[config.mk]
export PLATFORM = sky130hd
export DESIGN_NAME = signed_decimal_digit_writer
export DESIGN_NICKNAME = d
export VERILOG_FILES = /design/src/design/sddw_pkg.sv /design/src/design/sddw_dabble.sv /design/src/design/sddw_emit.sv /design/src/design/signed_decimal_digit_writer.sv
export SDC_FILE = /design/constraint.sdc
export NUM_CORES = 1
export LEC_CHECK = 0
export ABC_CLOCK_PERIOD_IN_PS = 2350
export BUFFER_PORTS_ARGS = -buffer_cell sky130_fd_sc_hd__buf_2
export CAP_MARGIN = 10
export CORE_MARGIN = 3
export CORE_UTILIZATION = 35
export DETAILED_ROUTE_END_ITERATION = 16
export PLACE_DENSITY_LB_ADDON = 0.3
export SLEW_MARGIN = 5
export SYNTH_ARGS = -nofsm -noshare
export SYNTH_HDL_FRONTEND = slang
export SYNTH_SLANG_ARGS = --single-unit
[constraint.sdc]
create_clock -name clk -period 2.35 [get_ports clk]
set_input_delay 0.235 -clock clk [delete_from_list [all_inputs] [get_ports clk]]
set_output_delay 0.235 -clock clk [all_outputs]
set_load 0.05 [all_outputs]
[src/design/sddw_pkg.sv]
// Shared types and constants for the signed decimal digit writer.
package sddw_pkg;

	localparam int MAG_W           = 16;
	localparam int BCD_DIGITS      = 5;
	localparam int BCD_W           = 4 * BCD_DIGITS;
	localparam int STEP_CNT_W      = $clog2(MAG_W);
	localparam int POS_W           = 4;
	localparam int CODE_W          = 4;

	localparam int DIGIT_COUNT_MAX = 6;
	localparam int WRITES_LIMIT    = 6;
	localparam int WRITE_LIMIT     = (DIGIT_COUNT_MAX > WRITES_LIMIT) ? WRITES_LIMIT :
		((DIGIT_COUNT_MAX < 1) ? 1 : DIGIT_COUNT_MAX);

	localparam logic [CODE_W-1:0] MINUS_CODE = 4'hA;

	// Result of one conversion, passed from the converter to the write sequencer.
	typedef struct packed {
		logic [BCD_W-1:0] bcd;
		logic             neg;
	} conv_t;

endpackage

[src/design/sddw_dabble.sv]
// Bit-serial double-dabble converter from signed binary to sign and BCD magnitude.
module sddw_dabble (
	input  logic                     clk,
	input  logic                     arst_n,
	input  logic                     in_valid,
	output logic                     in_ready,
	input  logic signed [15:0]       number,
	output logic                     conv_valid,
	input  logic                     conv_ready,
	output sddw_pkg::conv_t          conv
);
	import sddw_pkg::*;

	typedef enum logic [1:0] {ST_IDLE, ST_RUN, ST_DONE} state_t;

	state_t                state_q;
	logic [STEP_CNT_W-1:0] step_q;
	logic [MAG_W-1:0]      mag_q;
	logic [BCD_W-1:0]      bcd_q;
	logic                  neg_q;
	logic [MAG_W-1:0]      mag_in;
	logic [BCD_W-1:0]      bcd_adj;

	// The magnitude of the most negative value still fits in 16 unsigned bits.
	assign mag_in = number[MAG_W-1] ? (~number + 16'd1) : number;

	always_comb begin
		for (int i = 0; i < BCD_DIGITS; i++) begin
			bcd_adj[4*i +: 4] = (bcd_q[4*i +: 4] >= 4'd5) ? (bcd_q[4*i +: 4] + 4'd3)
				: bcd_q[4*i +: 4];
		end
	end

	always_ff @(posedge clk or negedge arst_n) begin
		if (!arst_n) begin
			state_q <= ST_IDLE;
			step_q  <= '0;
		end else begin
			case (state_q)
				ST_IDLE: begin
					if (in_valid) begin
						state_q <= ST_RUN;
						step_q  <= '0;
					end
				end
				ST_RUN: begin
					step_q <= step_q + 1'b1;
					if (step_q == STEP_CNT_W'(MAG_W - 1)) begin
						state_q <= ST_DONE;
					end
				end
				ST_DONE: begin
					if (conv_ready) begin
						state_q <= ST_IDLE;
					end
				end
				default: state_q <= ST_IDLE;
			endcase
		end
	end

	always_ff @(posedge clk) begin
		if (state_q == ST_IDLE && in_valid) begin
			mag_q <= mag_in;
			neg_q <= number[MAG_W-1];
			bcd_q <= '0;
		end else if (state_q == ST_RUN) begin
			mag_q <= {mag_q[MAG_W-2:0], 1'b0};
			bcd_q <= {bcd_adj[BCD_W-2:0], mag_q[MAG_W-1]};
		end
	end

	assign in_ready   = (state_q == ST_IDLE);
	assign conv_valid = (state_q == ST_DONE);
	assign conv.bcd   = bcd_q;
	assign conv.neg   = neg_q;

endmodule

[src/design/sddw_emit.sv]
// Write sequencer that shifts BCD digits out one per word, then the minus code if negative.
module sddw_emit (
	input  logic                   clk,
	input  logic                   arst_n,
	input  logic                   conv_valid,
	output logic                   conv_ready,
	input  sddw_pkg::conv_t        conv,
	output logic                   out_valid,
	input  logic                   out_ready,
	output logic [3:0]             digit_position,
	output logic [3:0]             digit_code,
	output logic                   last_write
);
	import sddw_pkg::*;

	logic                 busy_q;
	logic                 first_q;
	logic                 neg_q;
	logic [BCD_W-1:0]     bcd_q;
	logic [POS_W-1:0]     pos_q;
	logic                 out_valid_q;
	logic [POS_W-1:0]     pos_out_q;
	logic [CODE_W-1:0]    code_out_q;
	logic                 last_out_q;

	logic                 fire;
	logic                 digit_phase;
	logic [BCD_W-1:0]     bcd_next;
	logic [CODE_W-1:0]    code_now;
	logic                 more;
	logic                 last_now;

	assign fire        = busy_q && (!out_valid_q || out_ready);
	// Digits are sent while any remain; zero still sends its single digit.
	assign digit_phase = first_q || (bcd_q != '0);
	assign bcd_next    = {4'd0, bcd_q[BCD_W-1:4]};
	assign code_now    = digit_phase ? bcd_q[3:0] : MINUS_CODE;
	assign more        = digit_phase && ((bcd_next != '0) || neg_q);
	assign last_now    = !more || (pos_q == POS_W'(WRITE_LIMIT));

	always_ff @(posedge clk or negedge arst_n) begin
		if (!arst_n) begin
			busy_q      <= 1'b0;
			out_valid_q <= 1'b0;
		end else begin
			if (fire) begin
				out_valid_q <= 1'b1;
			end else if (out_ready) begin
				out_valid_q <= 1'b0;
			end
			if (!busy_q && conv_valid) begin
				busy_q <= 1'b1;
			end else if (fire && last_now) begin
				busy_q <= 1'b0;
			end
		end
	end

	always_ff @(posedge clk) begin
		if (!busy_q && conv_valid) begin
			bcd_q   <= conv.bcd;
			neg_q   <= conv.neg;
			first_q <= 1'b1;
			pos_q   <= POS_W'(1);
		end else if (fire) begin
			if (digit_phase) begin
				bcd_q <= bcd_next;
			end
			first_q <= 1'b0;
			pos_q   <= pos_q + 1'b1;
		end
		if (fire) begin
			pos_out_q  <= pos_q;
			code_out_q <= code_now;
			last_out_q <= last_now;
		end
	end

	assign conv_ready     = !busy_q;
	assign out_valid      = out_valid_q;
	assign digit_position = pos_out_q;
	assign digit_code     = code_out_q;
	assign last_write     = last_out_q;

endmodule

[src/design/signed_decimal_digit_writer.sv]
// Top level of the signed decimal digit writer: converter, write sequencer and checks.

// Each accepted number is a signed 16-bit value; the block answers with a run of
// digit-register words for a code-B seven-segment driver, starting at position 1 with
// the least significant decimal digit and moving one position up per word. A negative
// number ends with a word carrying the minus code one position above its top digit, and
// last_write marks the final word of each number. The run never exceeds six words and is
// cut short at the package limit on digit count. On the way to the write sequencer, the
// magnitude is loaded at the accepting edge, then come sixteen double-dabble steps that
// shift one magnitude bit per cycle, and then the handoff of the digits. The sequencer
// then sends one word per cycle while out_ready stays high. The converter takes the next
// number while the previous one is still being written out.
module signed_decimal_digit_writer (
	input  logic               clk,
	input  logic               arst_n,
	input  logic               in_valid,
	output logic               in_ready,
	input  logic signed [15:0] number,
	output logic               out_valid,
	input  logic               out_ready,
	output logic [3:0]         digit_position,
	output logic [3:0]         digit_code,
	output logic               last_write
);
	import sddw_pkg::*;

	logic  conv_valid;
	logic  conv_ready;
	conv_t conv;

	// The converter owns the input handshake and holds its result until the
	// sequencer is free to take it.
	sddw_dabble u_dabble (
		.clk        (clk),
		.arst_n     (arst_n),
		.in_valid   (in_valid),
		.in_ready   (in_ready),
		.number     (number),
		.conv_valid (conv_valid),
		.conv_ready (conv_ready),
		.conv       (conv)
	);

	// The sequencer drives the output word from a register of its own.
	sddw_emit u_emit (
		.clk            (clk),
		.arst_n         (arst_n),
		.conv_valid     (conv_valid),
		.conv_ready     (conv_ready),
		.conv           (conv),
		.out_valid      (out_valid),
		.out_ready      (out_ready),
		.digit_position (digit_position),
		.digit_code     (digit_code),
		.last_write     (last_write)
	);

	// A shown word always targets a real position within the limit.
	a_pos_range: assert property (@(posedge clk) disable iff (!arst_n)
		out_valid |-> (digit_position >= 4'd1) && (digit_position <= 4'(WRITE_LIMIT)))
		else $error("digit position out of range");

	// Only decimal digits and the minus code are ever sent.
	a_code_range: assert property (@(posedge clk) disable iff (!arst_n)
		out_valid |-> (digit_code <= MINUS_CODE))
		else $error("digit code out of range");

	// The minus sign is always the final word of its number.
	a_minus_last: assert property (@(posedge clk) disable iff (!arst_n)
		(out_valid && digit_code == MINUS_CODE) |-> last_write)
		else $error("minus code not on the final word");

	// The converter is busy right after it takes a number.
	a_busy_after_accept: assert property (@(posedge clk) disable iff (!arst_n)
		(in_valid && in_ready) |=> !in_ready)
		else $error("converter ready again right after accepting a number");

endmodule
==> results.md <==
Outcome:
- The run finished with clean final reports.

Floorplan:
- The number of top-level pins is 31.
- The chip height is between 100 and 150 um.
- The effective utilization at floorplan is ~36%.
- In this run the horizontal extent of the chip is around 110 um.
- In this run the standard cell core region covers approximately 0.010 mm2.
- The floorplan row count is 37.
- The die outline area is about 0.012 mm2.

Pwr:
- Sequential cells burn roughly 47% of the power.
- The clock share of power is between 10% and 20%.
- Cell internal power was estimated by the tool at around 3500 uW.
- The worst-case IR drop observed on VDD is 0.0004892 V.
- The part of the power in combinational logic is between 30% and 40%.
- Dividing total power by cell area gives a power density of around 1300 mW/mm2.
- In this run the power spent charging and discharging nets is between 2000 and 2500 uW.
- The switching share of power is 38.47%.
- After layout, the design draws a total of roughly 5700 uW.
- Summed over all cells, the static leakage comes to between 0.0015 and 0.002 uW.

Clock network:
- Counting the buffers created by CTS gives 9.
- Clock tree synthesis selected as its root buffer the cell sky130_fd_sc_hd__clkbuf_8.
- After clock tree synthesis, the clock-pin slew on the worst setup and hold paths is roughly 0.09 ns.
- The clock reaches the later pin of the worst-skew pair after 0.35 ns.
- The clock passes through at most 2 buffers.
- The TritonCTS clock tree is done.
- In this run, post-CTS repair resized a total of 0 instances.
- The number of levels the H-tree was split into is 3.
- The number of sinks on the clock net is 80.

Setup path:
- The number of cell instances on the worst register-to-register path is 4.
- Data on the critical path arrives at its endpoint at between 1.5 and 2 ns.
- The worst register-to-register path ends at u_emit.bcd_q[19].
- The kind of launch point of the worst setup path is a register.
- The launching instance or port of the critical path is u_emit.bcd_q[17].
- The startpoint identified for the worst register-to-register timing path is u_emit.bcd_q[17].
- The register-to-register setup slack is 0.48 ns.
- The worst setup path is captured at a register.
- The worst setup path is of the register to register kind.
- The critical path ends at u_emit.bcd_q[19].
- The required time of the critical path is approximately 2.4 ns.
- The largest driver fanout on the critical path is 20.

Detailed routing:
- The number of DRC violations after detailed-routing iteration 0 is 83.
- Dividing the detail-routed via count by the number of cells gives 4.847.
- The average detailed-routed wire length per instance is 12.42 um.
- The detailed-router iteration count before antenna repair is 4.
- The count of nets left with antenna violations once routing finished came out at 0.
- The via total after detailed routing is ~2,600.
- The count of unresolved DRC violations after routing is 0.
- For this block, the routed nets add up to ~6.6 mm of wire.

Synthesis:
- The synthesized instance count is approximately 360.
- The synthesized design contains 80 register bits.
- The number of synthesis warnings is 0.
- After synthesis, the most frequently instantiated cells are sky130_fd_sc_hd__edfxtp_1 (47), sky130_fd_sc_hd__o21ai_0 (35), sky130_fd_sc_hd__nand2_1 (33), sky130_fd_sc_hd__nor2_1 (28), sky130_fd_sc_hd__dfxtp_1 (25).
- Yosys mapped a number of flops with a built-in enable equal to 47.
- Of all cell types, the one taking the most synthesized area is sky130_fd_sc_hd__edfxtp_1.
- The area share of the leading cell type in the synthesized netlist is ~37%.
- Yosys attributes the largest share of cell area to sky130_fd_sc_hd__edfxtp_1 (37%), sky130_fd_sc_hd__dfxtp_1 (13%), sky130_fd_sc_hd__dfrtp_1 (5.3%), sky130_fd_sc_hd__mux2_2 (4.7%), sky130_fd_sc_hd__ha_1 (4.6%).
- A synthesized cell averages about 11 um2.
- sky130_fd_sc_hd__edfxtp_1 is the most common cell in the netlist.
- The top flip-flop cell by instance count after synthesis is sky130_fd_sc_hd__edfxtp_1.
- The synthesized netlist occupies a cell area of approximately 0.0038 mm2.
- Sequential cells were found to cover between 50% and 60% of the synthesized design area.
- For this run, asynchronously set or reset flops after synthesis account for about 10%.
- The net count after synthesis is 391.
- The count of cell types in the netlist is 37.

Timing:
- Hold is met by 0.1404 ns.
- The final hold violation count was 0.
- The final critical path time including I/O delays and setup is roughly 1.9 ns.
- The highest achievable clock rate is ~0.54 GHz.
- For the final routed database, the setup TNS stands at 0 ns.
- The count of final max-slew check failures is 0.
- The portion of the clock cycle consumed by the worst path in the final layout is 79.50%.
- Across the routed clock network, the largest skew measured is 0.01143 ns.
- The relative max-transition margin is slightly below 60%.
- Setup repair after global routing left no endpoint under its margin.
- The final worst-path setup slack is between 0.4 and 0.5 ns.
- Setup violations remaining at the end of the flow were counted as 0.
- The slew at the pin closest to its max-slew limit is between 0.6 and 0.7 ns.

Placement:
- The wire-length estimate of the detail-placed layout is around 4.6 mm.
- The number of cells in the design after placement is slightly above 500.
- The final weighted congestion in routability-driven placement is between 0.7 and 0.8.
- OpenSTA, run right after detailed placement, puts the worst setup slack at ~0.21 ns.
- Input and output buffers added on the ports amount to 30.

Cells and area:
- Once layout is complete, the cells apart from fillers number around 530.
- The multi-input combinational cell area is between 0.0015 and 0.002 mm2.
- Relative to the synthesized area, the layout overhead comes to 13.28%.
- The repair_antennas step left the layout with diodes totalling 0.
- In the final layout, flip-flops and latches occupy ~0.0021 mm2.
- In the final design database the tool counted about 420 nets.
- The count of filler cells inserted in the layout is 1,012.
- The fraction of layout cells with a size suffix above 1 is between 10% and 20%.

GRT:
- The total overflow reported by the global router is 0.
- The largest net degree at the start of global routing is 38.
- The number of global-route vias before repair was 2,346.
- The overall fraction of global-route tracks in use is a little under an eighth.
- The number of antenna violations at the first check in global routing came to 0.
- The wire length of the first global-routing pass is between 10 and 15 mm.

Hold path:
- The class of the most critical hold timing path is input pin to register.

Run:
- The max-capacitance violation count is 0.
[state kept, by name (all words and copies together), names as in the netlist]
name and count:
u_dabble.state_q 2, u_emit.last_write 1, u_dabble.neg_q 1, u_dabble.bcd_q 20, u_dabble.step_q 4, u_emit.bcd_q 20
u_emit.busy_q 1, u_emit.digit_code 4, u_emit.first_q 1, u_emit.neg_q 1, u_dabble.mag_q 16, u_emit.out_valid 1
u_emit.pos_q 4, u_emit.digit_position 4
[metrics by stage]
| stage | cell area, um2 | util, % |
|---|---|---|
| finish | 4302 | 41.30 |
| global route | 4302 | 41.30 |
| floorplan | 3800 | - |
| detailed placement | 4101 | 39.38 |
| global placement | 4101 | 39.38 |
| CTS | 4302 | 41.30 |
[power by group through the flow]
stage	registers, uW	clock network (uW)	logic (uW)
floorplan	2820	0	1400
global placement	2690	0	2000
detailed placement	2710	0	2050
CTS	2680	996	2050
global route	2770	1050	2300
finish	2670	957	2030
[routing by layer]
metal | wire length (um) | vias up | track usage (%)
li1 | - | 1320 | -
met1 | 3263 | 1194 | 15.51
met2 | 2946 | 38 | 18.33
met3 | 247 | 12 | 2.970
met4 | 112 | 0 | 4.749
met5 | 0 | - | 0
[worst max-delay path, stage by stage (launching register included)]
cell                       delay (ns)
sky130_fd_sc_hd__edfxtp_1        0.40
sky130_fd_sc_hd__nor4_1          0.32
sky130_fd_sc_hd__nand4_1         0.22
sky130_fd_sc_hd__o21ai_0         0.26
sky130_fd_sc_hd__nand2b_2        0.32
[final cells by class]
| cell class | instances | area share, % |
|---|---|---|
| flip-flops and latches | 80 | 49.10 |
| inverters | 16 | 1.396 |
| well taps | 136 | 3.956 |
| clock buffers | 11 | 3.549 |
| multi-input cells | 244 | 36.36 |
| repair buffers | 37 | 4.770 |
| clock inverters | 5 | 0.8726 |
[worst min-delay path by stage]
stage               startpoint                   to  slack [ns]  cells after the start
floorplan               arst_n  u_dabble.state_q[0]       -0.06                      0
global placement        arst_n   u_dabble.step_q[0]        0.09                      1
detailed placement      arst_n   u_dabble.step_q[0]        0.09                      1
CTS                  out_ready     u_emit.out_valid        0.12                      3
global route         out_ready     u_emit.out_valid        0.15                      3
finish               out_ready     u_emit.out_valid        0.14                      3
[cell usage in the layout, fill, tap and decap left out, drive strengths merged, types with 11 or more instances in the layout]
cell,netlist,layout
dfxtp,25,25
nor2,28,28
nand2,33,33
nand3,17,17
clkbuf,14,11
a21oi,21,21
edfxtp,47,47
buf,3,36
o21ai,40,40
inv,16,18
mux2,16,16
xor2,16,16
ha,14,14
[timing repair]
action,in CTS,in global routing
setup buffers,0,0
hold endpoints to repair,8,0
hold buffers,1,0
[kinds of logic (layout without fill, tap and decap cells)]
group | after synthesis | count (layout) | synth area share, %
AND/OR/NAND/NOR | 114 | 114 | 14.63
flip-flops | 80 | 80 | 55.62
AO/OA/AOI/OAI | 74 | 74 | 11.04
buffers and inverters | 33 | 69 | 3.328
XOR/XNOR | 25 | 25 | 5.766
multiplexers | 17 | 17 | 5.008
adder cells (fa/ha/maj) | 14 | 14 | 4.613
Note: power is estimated with default switching activity, not from simulation.
